**src/rtl/core/isb_pkg.sv**
```systemverilog
// Shared types and constants for the indexed sprite blitter.
package isb_pkg;

	localparam int PALETTE_ENTRIES = 256;
	localparam int REG_W           = 13;
	localparam int ADDR_W          = 24;
	localparam int PIXEL_W         = 32;
	localparam int RGB_W           = 24;

	localparam logic [PIXEL_W-1:0] ALPHA_OPAQUE      = 32'hff00_0000;
	localparam logic [RGB_W-1:0]   HALF_MASK         = 24'h7f_7f7f;
	localparam logic [7:0]         SHADOW_INDEX      = 8'd4;
	localparam logic [7:0]         TRANSPARENT_INDEX = 8'd0;

	localparam logic FUNC_PALETTE = 1'b0;
	localparam logic FUNC_PIXEL   = 1'b1;

	typedef enum logic [3:0] {
		REG_CANVAS_WIDTH  = 4'd0,
		REG_CANVAS_HEIGHT = 4'd1,
		REG_CANVAS_PITCH  = 4'd2,
		REG_OFFSET_X      = 4'd3,
		REG_OFFSET_Y      = 4'd4,
		REG_SOURCE_WIDTH  = 4'd5,
		REG_SOURCE_HEIGHT = 4'd6,
		REG_KEY_ENABLE    = 4'd7
	} isb_reg_t;

	typedef struct packed {
		logic [REG_W-1:0]        canvas_width;
		logic [REG_W-1:0]        canvas_height;
		logic [REG_W-1:0]        canvas_pitch;
		logic signed [REG_W-1:0] offset_x;
		logic signed [REG_W-1:0] offset_y;
		logic [REG_W-1:0]        source_width;
		logic [REG_W-1:0]        source_height;
		logic                    key_enable;
	} isb_cfg_t;

	// Stage 1 contents: clip and key decisions already made.
	typedef struct packed {
		logic               write;
		logic               shadow;
		logic               last;
		logic [REG_W-1:0]   col;
		logic [REG_W-1:0]   row;
		logic [PIXEL_W-1:0] existing;
		logic [RGB_W-1:0]   rgb;
	} isb_stage_t;

	typedef struct packed {
		logic               write_enable;
		logic [ADDR_W-1:0]  write_address;
		logic [PIXEL_W-1:0] write_pixel;
		logic               last;
	} isb_result_t;

endpackage

```
**src/rtl/core/isb_cfg.sv**
```systemverilog
// Configuration register file for the blitter.
module isb_cfg
	import isb_pkg::*;
(
	input  logic             clk,
	input  logic             arst_n,
	input  logic             wr_en,
	input  logic [3:0]       wr_index,
	input  logic [REG_W-1:0] wr_data,
	output isb_cfg_t         cfg
);

	isb_cfg_t cfg_q;

	always_ff @(posedge clk or negedge arst_n) begin
		if (!arst_n) begin
			cfg_q.canvas_width  <= REG_W'(1);
			cfg_q.canvas_height <= REG_W'(1);
			cfg_q.canvas_pitch  <= REG_W'(1);
			cfg_q.offset_x      <= '0;
			cfg_q.offset_y      <= '0;
			cfg_q.source_width  <= REG_W'(1);
			cfg_q.source_height <= REG_W'(1);
			cfg_q.key_enable    <= 1'b0;
		end else if (wr_en) begin
			case (wr_index)
				REG_CANVAS_WIDTH:  cfg_q.canvas_width  <= wr_data;
				REG_CANVAS_HEIGHT: cfg_q.canvas_height <= wr_data;
				REG_CANVAS_PITCH:  cfg_q.canvas_pitch  <= wr_data;
				REG_OFFSET_X:      cfg_q.offset_x      <= signed'(wr_data);
				REG_OFFSET_Y:      cfg_q.offset_y      <= signed'(wr_data);
				REG_SOURCE_WIDTH:  cfg_q.source_width  <= wr_data;
				REG_SOURCE_HEIGHT: cfg_q.source_height <= wr_data;
				REG_KEY_ENABLE:    cfg_q.key_enable    <= wr_data[0];
				default: ;
			endcase
		end
	end

	assign cfg = cfg_q;

endmodule

```
**config.mk**
```make
export PLATFORM = sky130hd
export DESIGN_NAME = isb_cfg
export DESIGN_NICKNAME = d
export VERILOG_FILES = /design/src/rtl/core/isb_pkg.sv /design/src/rtl/core/isb_cfg.sv
export SDC_FILE = /design/constraint.sdc
export NUM_CORES = 1
export LEC_CHECK = 0
export ABC_CLOCK_PERIOD_IN_PS = 990
export BUFFER_PORTS_ARGS = -buffer_cell sky130_fd_sc_hd__buf_2
export CAP_MARGIN = 20
export CELL_PAD_IN_SITES_DETAIL_PLACEMENT = 1
export CELL_PAD_IN_SITES_GLOBAL_PLACEMENT = 2
export CORE_ASPECT_RATIO = 1.2
export CORE_MARGIN = 1.5
export CORE_UTILIZATION = 32
export DETAILED_ROUTE_END_ITERATION = 10
export GPL_TIMING_DRIVEN = 0
export PLACE_DENSITY_LB_ADDON = 0.12
export SYNTH_ARGS = -nofsm -noshare
export SYNTH_HDL_FRONTEND = slang
export SYNTH_SLANG_ARGS = --single-unit
```
**constraint.sdc**
```tcl
create_clock -name clk -period 0.99 [get_ports clk]
set_clock_uncertainty 0.2 [all_clocks]
set_input_delay 0.1485 -clock clk [delete_from_list [all_inputs] [get_ports clk]]
set_output_delay 0.1485 -clock clk [all_outputs]
set_load 0.05 [all_outputs]
```
==> results of run 1 <==
## how the worst max path moves through the flow
stage                    to         from  cells past startpoint  slack [ns]
floorplan           cfg[42]  wr_index[3]                      5       -0.47
global placement    cfg[76]       arst_n                      1       -1.55
detailed placement   cfg[3]  wr_index[3]                      5       -0.79
CTS                 cfg[79]      cfg[79]                      1       -0.42
global route         cfg[1]       cfg[1]                      1       -0.43
finish               cfg[1]       cfg[1]                      1       -0.40
## metrics by stage
step	worst slack (ns)	area, µm²	setup TNS [ns]
2_1_floorplan	-0.468	3810	-30.80
3_3_place_gp	-1.55	4560	-179.05
3_5_place_dp	-0.788	4590	-55.30
4_1_cts	-0.418	6170	-45.01
5_1_grt	-0.431	6360	-49.40
6_report	-0.403	6360	-44.64
## per-layer routing
metal / share of wire (%) / vias up / GRT usage, %
met5: 0 / - / 0
met4: 1.3 / 0 / 5.55
met3: 5.1 / 12 / 5.84
met2: 52 / 74 / 30.4
met1: 42 / 1294 / 23.4
li1: - / 1109 / -
## kinds of logic after synthesis
family | Yosys count | synth area share, %
buf+inv | 8 | 2.28
simple gates | 12 | 3.51
flops | 92 | 62.9
mux | 92 | 31.3
## repair_timing
item | CTS | global route
pin swaps | 4 | 2
setup buffers | 44 | 30
endpoints found under the setup margin | 178 | 184
gates cloned | 6 | 1
hold endpoints to repair | 173 | 98
gates resized for setup | 236 | 19
## area by class of cell
type	count	area, µm²	area share [%]
clock buffer	14	254	3.99
timing repair buffer	185	1960	30.8
clock inverter	2	35.0	0.551
buffer	6	120	1.89
multi-input combinational	104	1480	23.2
tap	154	193	3.03
sequential	92	2320	36.5
## cells in the final DEF (no fill, tap or decap)
master and count:
buf_2 15, clkbuf_1 4, dfrtp_2 11, buf_8 7
nand2_1 1, buf_16 4, buf_12 10, dfstp_2 5
clkbuf_8 1, nor3b_4 3, nand2b_4 1, clkinv_2 1
bufinv_16 1, nand3b_4 3, and3_4 1, clkbuf_16 10
buf_4 45, mux2_2 24, nand2_8 1, mux2_4 68
dfrtp_1 76, nor2_4 2, buf_6 109
## power groups by stage
stage / logic [W] / registers (W) / clock network (W)
6_report: 0.00759 / 0.00540 / 0.00346
4_1_cts: 0.00726 / 0.00537 / 0.00354
3_3_place_gp: 0.00556 / 0.00519 / 0
5_1_grt: 0.00787 / 0.00550 / 0.00369
2_1_floorplan: 0.00113 / 0.00832 / 0
3_5_place_dp: 0.00562 / 0.00522 / 0
==> run summary, run 1 <==
Overflow after GRT: 0
Count of warnings emitted by yosys: 0
CP top delay family: flip-flops
R2R Setup Slk: -0.23 ns
Tot Pwr: 0.0164 W
CTS tree: built
Post-synth EDFFs: 0
Final core utilization: 57.4%
Internal Power: 0.0101 W
IO Pins: 112
GPL Wtd Cong: 0.683
Synth top cells by count: 87 x dfrtp_1, 60 x mux2_2, 30 x mux2_4, 5 x dfstp_2, 4 x buf_4
DIE HEIGHT: 120 µm
Max stage delay on crit path: 0.55 ns
Critical Path AT: 1.04 ns
Setup ws final: -0.403 ns
Synthesized net count: 224
RSZ-0062 raised after global routing: yes
Final Hold Vio Count: 166
Largest net degree at the start of global routing: 62
Share of cells above drive strength 1: 79.9%
Worst slew pin tran: 0.440 ns
Largest register FFs: 92
Worst R2R End: cfg[51]
Ys flop type: dfrtp_1
Die area: 12100 µm²
Num rows: 42
CTS sink cnt: 92
Relative slew slack: 70.7%
TritonCTS buffer count: 9
Failing checks: hold timing, setup timing
Number of remaining DRC errors: 0
Iter 0 DRT Violations: 43
Max-Cap Viols: 0
Clock share of power: 21.1%
# diodes: 0
Synth area leaders: dfrtp_1 59%, mux2_2 18%, mux2_4 12%, dfstp_2 3.6%, nor3b_4 1.5%
Part of the Yosys area used for sequential elements: 62.9%
Flop pwr share: 32.8%
Final Max Tran Viols: 0
Initial antenna violation count: 0
Layout Cells excl Fill: 557
Vias in the first global route: 2643
Status: finished, violations left
Latest clock arrival within the worst-skew pair: 0.34 ns
H-tree depth reported by CTS: 3
Critical path's slowest cell: dfstp_2
CP Max Fanout: 2
CP Launch Type: register
Asr flop ratio synth: 100%
Drt wl/cell: 19.8 µm
Clock Pin Slew Worst Setup and Hold Paths: 0.07 ns
WP buf/inv: 1
DRT Pass-1 Iters: 4
Root Driver: clkbuf_16
Switching power: 0.00634 W
Core box area: 11100 µm²
Die width: 101 µm
Post-synthesis cell type count: 16
Final min period: 1.39 ns
Placed Cells incl. Taps: 470
Power Dens Cells: 2580 nW/µm²
# port buffers: 111
Tcrit/Tclk final: 141%
Bufs on Longest Clock Path: 2
Area leader, netlist: dfrtp_1
Hold WS: -0.459 ns
Initial Util: 33.1%
CP Class: reg2out
Endpoints failing setup: 184
VDD IR max: 1170 µV
Nets@finish: 418
DRT Wirelength: 11100 µm
Post-Syn Area per Cell: 18.0 µm²
Filler cells: 1063
Vias/cell: 4.47
CP cell instances: buf_8
Highest clock rate: 718 MHz
Pleak: 3.15 nW
Worst Path Required: 0.64 ns
Final antenna-violating net count: 0
Synth top area share: 59.3%
Sw frac: 38.5%
Crit end category: primary output
Comb pwr share: 46.1%
GRT Total Usage: 18.6%
Cells after Synth: 204
Yosys reg bits: 92
Final HPWL DP: 6100 µm
Count leader, synth: dfrtp_1
First-pass GRT wire length: 16300 µm
Cell Area, Synth: 3670 µm²
R2R depth: 3
Layout area overhead: 73.4%
Worst R2R Start: cfg[51]
Type of the most critical hold path: in2async
Via count: 2489
Power figures use the tool's default switching activity.
==> run 2: changes to the inputs <==
--- a/config.mk
+++ b/config.mk
@@ -11,11 +11,11 @@
 export CELL_PAD_IN_SITES_DETAIL_PLACEMENT = 1
 export CELL_PAD_IN_SITES_GLOBAL_PLACEMENT = 2
 export CORE_ASPECT_RATIO = 1.2
-export CORE_MARGIN = 1.5
 export CORE_UTILIZATION = 32
 export DETAILED_ROUTE_END_ITERATION = 10
 export GPL_TIMING_DRIVEN = 0
 export PLACE_DENSITY_LB_ADDON = 0.12
+export SKIP_CTS_REPAIR_TIMING = 1
 export SYNTH_ARGS = -nofsm -noshare
 export SYNTH_HDL_FRONTEND = slang
 export SYNTH_SLANG_ARGS = --single-unit
==> run summary, run 2 (synthesized netlist as in run 1, its figures left out) <==
Largest net degree at the start of global routing: 54
Hold WS: -0.404 ns
Iter 0 DRT Violations: 70
Worst Path Required: 0.64 ns
Max stage delay on crit path: 0.56 ns
# port buffers: 111
CP top delay family: flip-flops
Setup ws final: -0.397 ns
DRT Pass-1 Iters: 4
RSZ-0062 raised after global routing: yes
VDD IR max: 1280 µV
Critical path's slowest cell: dfstp_2
Die width: 99.8 µm
Final min period: 1.39 ns
# diodes: 0
Initial antenna violation count: 0
Commonest non-fill, non-tap cell in the layout: buf_6
DIE HEIGHT: 119 µm
Root Driver: clkbuf_16
Latest clock arrival within the worst-skew pair: 0.33 ns
Power Dens Cells: 2520 nW/µm²
Filler cells: 1055
IO Pins: 112
Number of remaining DRC errors: 0
Setup_tns: -44.71 ns
Pleak: 3.13 nW
Share of cells above drive strength 1: 80.1%
CP Launch Type: register
Largest register FFs: 92
Final HPWL DP: 5910 µm
Endpoints failing setup: 184
CP Max Fanout: 2
Overflow after GRT: 0
Placed Cells incl. Taps: 470
GPL Wtd Cong: 0.655
Num rows: 42
CP cell instances: buf_8
Type of the most critical hold path: in2async
Layout Cells excl Fill: 545
Final Hold Vio Count: 123
Critical Path AT: 1.04 ns
Crit end category: primary output
Layout area overhead: 71.5%
Tcrit/Tclk final: 140%
Die area: 11900 µm²
CP Class: reg2out
Via count: 2411
Initial Util: 33.1%
Nets@finish: 406
Vias/cell: 4.42
Final Max Tran Viols: 0
CTS tree: built
DRT Wirelength: 10400 µm
Commonest cells after routing, fill and taps aside: 103 x buf_6, 76 x mux2_4, 76 x dfrtp_1, 37 x buf_4
Placed cell area: 4590 µm²
CTS sink cnt: 92
Bufs on Longest Clock Path: 2
WP buf/inv: 1
Vias in the first global route: 2308
Highest clock rate: 721 MHz
Post-route design area: 6290 µm²
Core box area: 11100 µm²
Failing checks: hold timing, setup timing
TritonCTS buffer count: 9
Clock Pin Slew Worst Setup and Hold Paths: 0.06 ns
Drt wl/cell: 19.1 µm
H-tree depth reported by CTS: 3
First-pass GRT wire length: 13800 µm
Max-Cap Viols: 0
R2R Setup Slk: -0.14 ns
Status: finished, violations left
Worst slew pin tran: 0.546 ns
GRT Total Usage: 15.7%
Final antenna-violating net count: 0
Relative slew slack: 63.6%
[run 2: cell count changes in the layout (fill, tap and decap cells not counted), sizes merged]
cell      change
clkbuf        +3
buf          -18
clkinvlp      +1
bufinv        -1
clkinv        +3
[run 2: area by class of cell]
type	count	area [µm²]	share of cell area [%]
plain buffers	7	140	2.23
clock buffers	11	243	3.86
clock inverters	5	27.5	0.437
multi-input cells	104	1510	24.0
flip-flops and latches	92	2320	36.9
well taps	154	193	3.06
repair buffers	172	1860	29.6
[run 2: where the power goes]
group	internal, W	switching [W]	total, W
Clock	0.00175	0.00139	0.00314
Sequential	0.00470	0.000674	0.00537
Combinational	0.00323	0.00415	0.00738
Total	0.00968	0.00621	0.0159
[run 2: final timing paths]
| path | startpoint | depth (start not counted) | endpoint |
|---|---|---|---|
| max in group asynchronous | arst_n | 2 | cfg[14] |
| worst min register to register | cfg[75] | 1 | cfg[75] |
| min in group clk | wr_data[5] | 2 | cfg[32] |
| worst max-delay path | cfg[66] | 1 | cfg[66] |
| worst min-delay path | arst_n | 1 | cfg[73] |
| worst max register to register | cfg[22] | 2 | cfg[22] |
[run 2: routing by layer]
layer	track usage, %	wire length (µm)	part of all wire (%)
met1	21.3	4500	43
met2	24.1	5220	50
met3	3.46	495	4.8
met4	7.17	159	1.5
met5	0	0	0
[run 2: per-stage QoR]
stage	hold slack, ns	utilization, %	setup slack (ns)	total power [W]
6_report	-0.404	56.8	-0.397	0.0159
5_1_grt	-0.367	56.8	-0.424	0.0165
4_1_cts	-0.390	43.8	-0.505	0.0140
3_5_place_dp	-0.0243	41.4	-0.780	0.0108
3_3_place_gp	0.274	41.1	-1.57	0.0107
2_1_floorplan	-0.347	-	-0.468	0.00945
