File: src/rtl/core/isb_pkg.sv
// Shared types and constants for the indexed sprite blitter.
package isb_pkg;

	localparam int PALETTE_ENTRIES = 256;
	localparam int REG_W           = 13;
	localparam int ADDR_W          = 24;
	localparam int PIXEL_W         = 32;
	localparam int RGB_W           = 24;

	localparam logic [PIXEL_W-1:0] ALPHA_OPAQUE      = 32'hff00_0000;
	localparam logic [RGB_W-1:0]   HALF_MASK         = 24'h7f_7f7f;
	localparam logic [7:0]         SHADOW_INDEX      = 8'd4;
	localparam logic [7:0]         TRANSPARENT_INDEX = 8'd0;

	localparam logic FUNC_PALETTE = 1'b0;
	localparam logic FUNC_PIXEL   = 1'b1;

	typedef enum logic [3:0] {
		REG_CANVAS_WIDTH  = 4'd0,
		REG_CANVAS_HEIGHT = 4'd1,
		REG_CANVAS_PITCH  = 4'd2,
		REG_OFFSET_X      = 4'd3,
		REG_OFFSET_Y      = 4'd4,
		REG_SOURCE_WIDTH  = 4'd5,
		REG_SOURCE_HEIGHT = 4'd6,
		REG_KEY_ENABLE    = 4'd7
	} isb_reg_t;

	typedef struct packed {
		logic [REG_W-1:0]        canvas_width;
		logic [REG_W-1:0]        canvas_height;
		logic [REG_W-1:0]        canvas_pitch;
		logic signed [REG_W-1:0] offset_x;
		logic signed [REG_W-1:0] offset_y;
		logic [REG_W-1:0]        source_width;
		logic [REG_W-1:0]        source_height;
		logic                    key_enable;
	} isb_cfg_t;

	// Stage 1 contents: clip and key decisions already made.
	typedef struct packed {
		logic               write;
		logic               shadow;
		logic               last;
		logic [REG_W-1:0]   col;
		logic [REG_W-1:0]   row;
		logic [PIXEL_W-1:0] existing;
		logic [RGB_W-1:0]   rgb;
	} isb_stage_t;

	typedef struct packed {
		logic               write_enable;
		logic [ADDR_W-1:0]  write_address;
		logic [PIXEL_W-1:0] write_pixel;
		logic               last;
	} isb_result_t;

endpackage

File: src/rtl/core/isb_back.sv
// Address multiply and pixel select into the output register (stage 2).
module isb_back
	import isb_pkg::*;
(
	input  logic             clk,
	input  logic             load,
	input  logic [REG_W-1:0] canvas_pitch,
	input  isb_stage_t       stage_s1,
	output isb_result_t      result_s2
);

	logic [2*REG_W-1:0] row_offset;
	logic [2*REG_W-1:0] addr_full;
	logic [RGB_W-1:0]   color;

	always_comb begin
		row_offset = (2*REG_W)'(stage_s1.row) * (2*REG_W)'(canvas_pitch);
		addr_full  = row_offset + (2*REG_W)'(stage_s1.col);
		color      = stage_s1.shadow ? (stage_s1.existing[RGB_W:1] & HALF_MASK) : stage_s1.rgb;
	end

	always_ff @(posedge clk) begin
		if (load) begin
			result_s2.write_enable  <= stage_s1.write;
			result_s2.write_address <= stage_s1.write ? addr_full[ADDR_W-1:0] : '0;
			result_s2.write_pixel   <= stage_s1.write ? (ALPHA_OPAQUE | PIXEL_W'(color)) : '0;
			result_s2.last          <= stage_s1.last;
		end
	end

endmodule
File: config.mk
export PLATFORM = sky130hd
export DESIGN_NAME = isb_back
export DESIGN_NICKNAME = d
export VERILOG_FILES = /design/src/rtl/core/isb_pkg.sv /design/src/rtl/core/isb_back.sv
export SDC_FILE = /design/constraint.sdc
export NUM_CORES = 1
export LEC_CHECK = 0
export ABC_CLOCK_PERIOD_IN_PS = 14900
export CAP_MARGIN = 20
export CORE_MARGIN = 3
export CORE_UTILIZATION = 30
export DETAILED_ROUTE_END_ITERATION = 8
export DONT_BUFFER_PORTS = 1
export PLACE_DENSITY = 0.52
export SYNTH_ARGS = -nofsm -noshare
export SYNTH_HDL_FRONTEND = slang
export SYNTH_SLANG_ARGS = --single-unit
File: constraint.sdc
create_clock -name clk -period 14.9 [get_ports clk]
set_input_delay 2.98 -clock clk [delete_from_list [all_inputs] [get_ports clk]]
set_output_delay 2.98 -clock clk [all_outputs]
set_load 0.005 [all_outputs]
==> insert_results.sql, run 1 <==
INSERT INTO impl_metrics (metric_group, metric, value, unit) VALUES
('global_routing', 'grt.overflow.total', '0', ''),
('final_layout', 'seq_area', '0.00150', 'mm^2'),
('synthesis', 'postSynthAreaPerCell', '9.84', 'um^2'),
('timing', 'finalSetupViolCount', '0', ''),
('cts', 'cts.clk_slew.worst_paths', '0.07', 'ns'),
('worst_setup_path', 'endpoint_kind_of_the_worst_setup_timing_path', 'flip-flop', ''),
('synthesis', 'synth-simple-area-share', '16.5', '%'),
('timing', 'worst_slew_pin_slew', '0.733', 'ns'),
('run', 'max-cap-violations', '0', ''),
('floorplanning', 'dieWidth', '169', 'um'),
('cts', 'clock_tree.buffer_depth', '2', ''),
('place', 'finalWeightedCongestion', '0.777', ''),
('cts', 'post_cts_hold_buffer_count', '0', ''),
('final_layout', 'area_delta_synth_final', '4.57', '%'),
('synthesis', 'synth_fp_nets', '1118', ''),
('place', 'port-buffer-count', '0', ''),
('synthesis', 'yosys.area_share.adder', '44.8', '%'),
('final_layout', 'multi_input_area', '0.00569', 'mm^2'),
('place', 'dp_cells', '1099', ''),
('synthesis', 'synth_largest_area_cell', 'fa_1', ''),
('worst_setup_path', 'crit_path_start_kind', 'input pin', ''),
('timing', 'slew_headroom', '51.1', '%'),
('synthesis', 'synthFlopType', 'edfxtp_1', ''),
('worst_setup_path', 'critPathMaxFanout', '13', ''),
('final_layout', 'post_route_cells_drive_above_1_share', '1.68', '%'),
('global_routing', 'initial_antenna_violation_count', '0', ''),
('synthesis', 'yosysMostFrequentCell', 'inv_1', ''),
('global_routing', 'grt_resource_usage_total', '12.9', '%'),
('routing', 'detailroute.via_count', '5155', ''),
('timing', 'grt_setup_unrepaired', 'false', ''),
('routing', 'number_of_antenna_violating_nets_in_the_routed_design', '0', ''),
('routing', 'drt_first_pass_iters', '4', ''),
('final_layout', 'largest_reg_flops', '50', ''),
('cts', 'cts_made_buffers', '5', ''),
('final_layout', 'finalInstanceArea', '0.00833', 'mm^2'),
('cts', 'clock_sinks', '50', ''),
('synthesis', 'syn_area', '0.00797', 'mm^2'),
('global_routing', 'grt_pass1_vias', '5583', ''),
('routing', 'wl_per_cell', '16.4', 'um'),
('floorplanning', 'top_level_i_o_count', '158', ''),
('synthesis', 'top_cells_by_area_synth', 'fa_1 (32%), edfxtp_1 (19%), ha_1 (12%)', ''),
('synthesis', 'post_synth_xor_area_fraction', '2.64', '%'),
('cts', 'ctsResizeCount', '0', ''),
('synthesis', 'synth_top_cell_area_share', '32.4', '%'),
('synthesis', 'synth_enable_flop_cells', '50', ''),
('global_routing', 'wire_length_of_the_first_global_routing_pass', '29600', 'um'),
('synthesis', 'number_of_synthesized_register_bits', '50', ''),
('worst_setup_path', 'cpMaxStageDelayCell', 'fa_1', ''),
('power', 'cellPowerDensity', '239', 'mW/mm^2'),
('outcome', 'run_status', 'complete, no violations', ''),
('timing', 'hold_violations', '0', ''),
('hold_path', 'min-delay-path-class', 'in2reg', ''),
('synthesis', 'yosys.cell_types.count', '45', ''),
('floorplanning', 'die_y', '169', 'um'),
('synthesis', 'seq_area_frac_synth', '18.8', '%'),
('worst_setup_path', 'worstPathRequired', '14.95', 'ns'),
('synthesis', 'post_synthesis_cells', '810', ''),
('worst_setup_path', 'critPathMaxStageDelay', '0.53', 'ns'),
('cts', 'cts_tree', 'built', ''),
('floorplanning', 'die_area', '0.0286', 'mm^2'),
('synthesis', 'synth.mux.area_fraction', '2.76', '%'),
('place', 'detailed_place_hpwl', '14700', 'um'),
('synthesis', 'synthArstFlopShare', '0', '%'),
('floorplanning', 'placeableCoreArea', '0.0261', 'mm^2'),
('routing', 'route.detailed.vias_per_inst', '4.66', ''),
('worst_setup_path', 'critical_path_arrival', '8.24', 'ns'),
('synthesis', 'synth_common_cells', 'inv_1 (148), fa_1 (129), and2_1 (106)', ''),
('timing', 'post-route-min-period', '8.19', 'ns'),
('final_layout', 'layout_top_registers', 'result_s2 x50', ''),
('synthesis', 'synth_top_family_by_area', 'adder cells', ''),
('routing', 'post_detailed_route_drc_marker_count', '0', '');
[kinds of logic after synthesis]
kind of cell / count (synthesis)
adders and majority gates: 208
DFF: 50
buffers and inverters: 194
xor gates and xnor gates: 24
muxes: 22
AOI/OAI and AO/OA: 59
and+or+nand+nor: 253
[cell type report]
| class | count | share of cell area, % |
|---|---|---|
| Tap cell | 335 | 5.03 |
| Inverter | 148 | 6.67 |
| Clock inverter | 3 | 0.480 |
| Sequential cell | 50 | 18.0 |
| Clock buffer | 5 | 1.50 |
| Multi-Input combinational cell | 566 | 68.3 |
[final timing paths]
check,startpoint,end,slack (ns)
setup / recovery,canvas_pitch[1],result_s2[56],6.71
hold / removal,stage_s1[84],result_s2[31],2.78
[metal layers]
layer / vias to the layer above / GRT usage (%) / part of all wire, %
met2: 100 / 23.2 / 52
met3: 20 / 1.63 / 3.4
met5: - / 0 / 0
met1: 2619 / 16.8 / 44
li1: 2416 / - / -
met4: 0 / 2.79 / 1.4
[through the flow]
step | util, % | power (mW) | hold WS, ns | worst slack, ns
2_1_floorplan | - | 1.58 | 3.08 | 6.63
3_3_place_gp | 31.3 | 1.89 | 3.08 | 6.48
3_5_place_dp | 31.3 | 1.89 | 3.08 | 6.48
4_1_cts | 32.0 | 2.03 | 2.77 | 6.78
5_1_grt | 32.0 | 2.24 | 2.76 | 6.58
6_report | 32.0 | 1.99 | 2.78 | 6.71
[layout by cell type (no fill, tap or decap), types with 2 or more instances in the layout]
cell,n
a21o_1,7
a21oi_1,17
a221oi_1,2
a31oi_1,5
and2_1,106
clkbuf_16,5
clkinv_2,2
edfxtp_1,50
fa_1,129
ha_1,79
inv_1,148
mux2i_1,22
nand2_1,86
nand2b_1,3
nand3_1,3
nand4_1,2
nor2_1,27
nor2b_1,16
o211ai_1,2
o21ai_0,16
xnor2_1,18
xor2_1,6
[power by group]
part	total, mW	switching, mW	internal, mW
Combinational	1.61	0.915	0.692
Sequential	0.260	0.0222	0.237
Clock	0.128	0.0489	0.0786
[worst max-delay path: cells and delay by family]
family	cells	cell delay [ns]
compound gates	5	1.14
buf+inv	6	0.30
simple gates	2	0.31
xor+xnor	1	0.15
fa+ha+maj	7	3.35
No activity file was read; power rests on OpenSTA's default activity.
==> run 2: changes to the inputs <==
--- a/config.mk
+++ b/config.mk
@@ -5,13 +5,13 @@
 export SDC_FILE = /design/constraint.sdc
 export NUM_CORES = 1
 export LEC_CHECK = 0
-export ABC_CLOCK_PERIOD_IN_PS = 14900
+export ABC_CLOCK_PERIOD_IN_PS = 6800
 export CAP_MARGIN = 20
 export CORE_MARGIN = 3
 export CORE_UTILIZATION = 30
 export DETAILED_ROUTE_END_ITERATION = 8
 export DONT_BUFFER_PORTS = 1
-export PLACE_DENSITY = 0.52
+export PLACE_DENSITY = 0.53
 export SYNTH_ARGS = -nofsm -noshare
 export SYNTH_HDL_FRONTEND = slang
 export SYNTH_SLANG_ARGS = --single-unit
==> constraint.sdc (replaced) <==
create_clock -name clk -period 6.8 [get_ports clk]
set_input_delay 1.36 -clock clk [delete_from_list [all_inputs] [get_ports clk]]
set_output_delay 1.36 -clock clk [all_outputs]
set_load 0.005 [all_outputs]
==> run 2 against run 1 <==
Combinational power rose by 130%. Cell count up 0.63%. Total power up 130%. Clock power is 120% higher. Utilization up 0.22 points. Sequential power up 120%. Design area grew 0.69%.
==> insert_results.sql, run 2 (synthesized netlist as in run 1, its figures left out) <==
INSERT INTO impl_metrics (metric_group, metric, value, unit) VALUES
('timing', 'finalCritPeriodShare', '94.4', '%'),
('worst_setup_path', 'worstPathCellList', 'and2_1 > fa_1 > inv_1 > fa_1 > inv_1 > fa_1 > inv_1 > fa_1 > inv_1 > fa_1 > inv_1 > fa_1 > inv_1 > ha_1 > nand2_1 > o21ai_0 > a41o_1 > a211o_1 > o31ai_4 > xor2_1 > nor2_1', ''),
('timing', 'hold_violations', '0', ''),
('routing', 'wl_per_cell', '16.3', 'um'),
('global_routing', 'grt.overflow.total', '0', ''),
('floorplanning', 'die_y', '169', 'um'),
('routing', 'drt_first_pass_iters', '4', ''),
('final_layout', 'largest_register', 'result_s2', ''),
('worst_setup_path', 'critPathMaxFanout', '13', ''),
('power', 'switching_power', '2.18', 'mW'),
('hold_path', 'min-delay-path-class', 'in2reg', ''),
('timing', 'worst_slew_pin_slew', '0.710', 'ns'),
('place', 'dp_cells', '1106', ''),
('cts', 'cts-root-buf', 'clkbuf_16', ''),
('final_layout', 'largest_reg_flops', '50', ''),
('global_routing', 'grt_pass1_vias', '5596', ''),
('final_layout', 'filler_cells', '2694', ''),
('floorplanning', 'initial_core_utilization', '30.6', '%'),
('power', 'clkPwrFrac', '6.3', '%'),
('global_routing', 'grt_resource_usage_total', '13.0', '%'),
('timing', 'finalSetupViolCount', '0', ''),
('place', 'detailed_place_hpwl', '14700', 'um'),
('routing', 'post_detailed_route_drc_marker_count', '0', ''),
('routing', 'initialDrtViolationCount', '250', ''),
('cts', 'cts.clk_slew.worst_paths', '0.07', 'ns'),
('power', 'peakVddDrop', '0.500', 'mV'),
('worst_setup_path', 'critPathTopFamily', 'adder cells', ''),
('cts', 'cts_tree', 'built', ''),
('outcome', 'run_status', 'complete, no violations', ''),
('final_layout', 'multi_input_area', '0.00569', 'mm^2'),
('cts', 'cts_made_buffers', '5', ''),
('final_layout', 'highest_count_cells_in_the_layout_ignoring_fill_and_taps', 'inv_1 (148), fa_1 (129), and2_1 (106)', ''),
('final_layout', 'antennaDiodeCount', '0', ''),
('final_layout', 'seq_area', '0.00150', 'mm^2'),
('final_layout', 'post_route_cells_drive_above_1_share', '2.57', '%'),
('final_layout', 'stdcell_count', '1114', ''),
('floorplanning', 'dieWidth', '169', 'um'),
('final_layout', 'finalCoreUtilization', '32.2', '%'),
('worst_setup_path', 'critical_path_arrival', '6.44', 'ns'),
('power', 'seq_power_share', '12.6', '%'),
('worst_setup_path', 'cp.buffers_inverters', '6', ''),
('cts', 'ctsHtreeMaxLevel', '2', ''),
('timing', 'totalNegativeSetupSlack', '0', 'ns'),
('power', 'cellPowerDensity', '540', 'mW/mm^2'),
('final_layout', 'final_nets', '1086', ''),
('place', 'post_place_setup_slack', '0.0524', 'ns'),
('cts', 'ctsResizeCount', '0', ''),
('timing', 'setup_slack', '0.380', 'ns'),
('cts', 'post_cts_hold_buffer_count', '0', ''),
('final_layout', 'layout_commonest_cell', 'inv_1', ''),
('routing', 'route.detailed.vias_per_inst', '4.58', ''),
('routing', 'detailroute.via_count', '5106', ''),
('timing', 'max_clock_freq', '156', 'MHz'),
('floorplanning', 'die_area', '0.0286', 'mm^2'),
('cts', 'clock_tree.buffer_depth', '2', ''),
('place', 'port-buffer-count', '0', ''),
('cts', 'clock_sinks', '50', ''),
('floorplanning', 'core.rowCount', '59', ''),
('power', 'cellInternalPower', '2.35', 'mW'),
('power', 'leakage', '3.97', 'nW'),
('timing', 'grt_setup_unrepaired', 'false', ''),
('worst_setup_path', 'critPathMaxStageDelay', '0.53', 'ns'),
('global_routing', 'wire_length_of_the_first_global_routing_pass', '29700', 'um'),
('worst_setup_path', 'cpMaxStageDelayCell', 'fa_1', ''),
('worst_setup_path', 'kind_of_critical_path', 'in2reg', ''),
('timing', 'slew_headroom', '52.6', '%'),
('worst_setup_path', 'worstPathRequired', '6.82', 'ns'),
('global_routing', 'grt_max_degree', '51', ''),
('global_routing', 'initial_antenna_violation_count', '0', ''),
('worst_setup_path', 'crit_path_start_kind', 'input pin', ''),
('floorplanning', 'top_level_i_o_count', '158', ''),
('final_layout', 'area_delta_synth_final', '5.29', '%'),
('timing', 'slew_viol_final', '0', ''),
('place', 'finalWeightedCongestion', '0.780', ''),
('power', 'p_comb_share', '81.1', '%'),
('final_layout', 'layout_top_registers', 'result_s2 x50', ''),
('run', 'max-cap-violations', '0', ''),
('cts', 'cts_post_setup_buffers_inserted', '0', ''),
('power', 'swShare', '48.2', '%'),
('routing', 'postRouteWirelength', '18100', 'um'),
('routing', 'number_of_antenna_violating_nets_in_the_routed_design', '0', ''),
('floorplanning', 'placeableCoreArea', '0.0261', 'mm^2'),
('worst_setup_path', 'endpoint_kind_of_the_worst_setup_timing_path', 'flip-flop', ''),
('power', 'power', '4.53', 'mW'),
('timing', 'post-route-min-period', '6.42', 'ns');
[run 2: worst paths after layout]
| kind | endpoint | depth (start not counted) | slack (ns) | start |
|---|---|---|---|---|
| min | result_s2[31] | 0 | 1.16 | stage_s1[84] |
| max | result_s2[53] | 21 | 0.38 | canvas_pitch[1] |
[run 2: final cells by class]
type                    instances  share of cell area [%]
flip-flops and latches         50                    17.9
clock buffers                   5                    1.49
inverters                     148                    6.62
multi-input cells             566                    67.8
repair buffers                  7                   0.626
well taps                     335                    5.00
clock inverters                 3                   0.537
[run 2: metal layers]
| layer | wire length [um] | GRT usage [%] | vias up |
|---|---|---|---|
| li1 | - | - | 2433 |
| met1 | 7840 | 16.7 | 2565 |
| met4 | 240 | 2.40 | 0 |
| met3 | 571 | 1.87 | 13 |
| met2 | 9470 | 23.5 | 95 |
| met5 | 0 | 0 | - |
[run 2: per-stage QoR]
step           instance area, um^2  hold WS (ns)
5_1_grt                       8390          1.15
3_3_place_gp                  8220          1.46
3_5_place_dp                  8220          1.46
2_1_floorplan                 7970          1.46
6_report                      8390          1.16
4_1_cts                       8390          1.15
[run 2: power groups by stage]
stage,combinational (mW),sequential [mW],clock (mW)
after floorplan,2.91,0.554,0
final,3.67,0.571,0.284
after detailed placement,3.70,0.585,0
after CTS,3.73,0.578,0.295
after global placement,3.71,0.581,0
after global routing,4.19,0.579,0.305
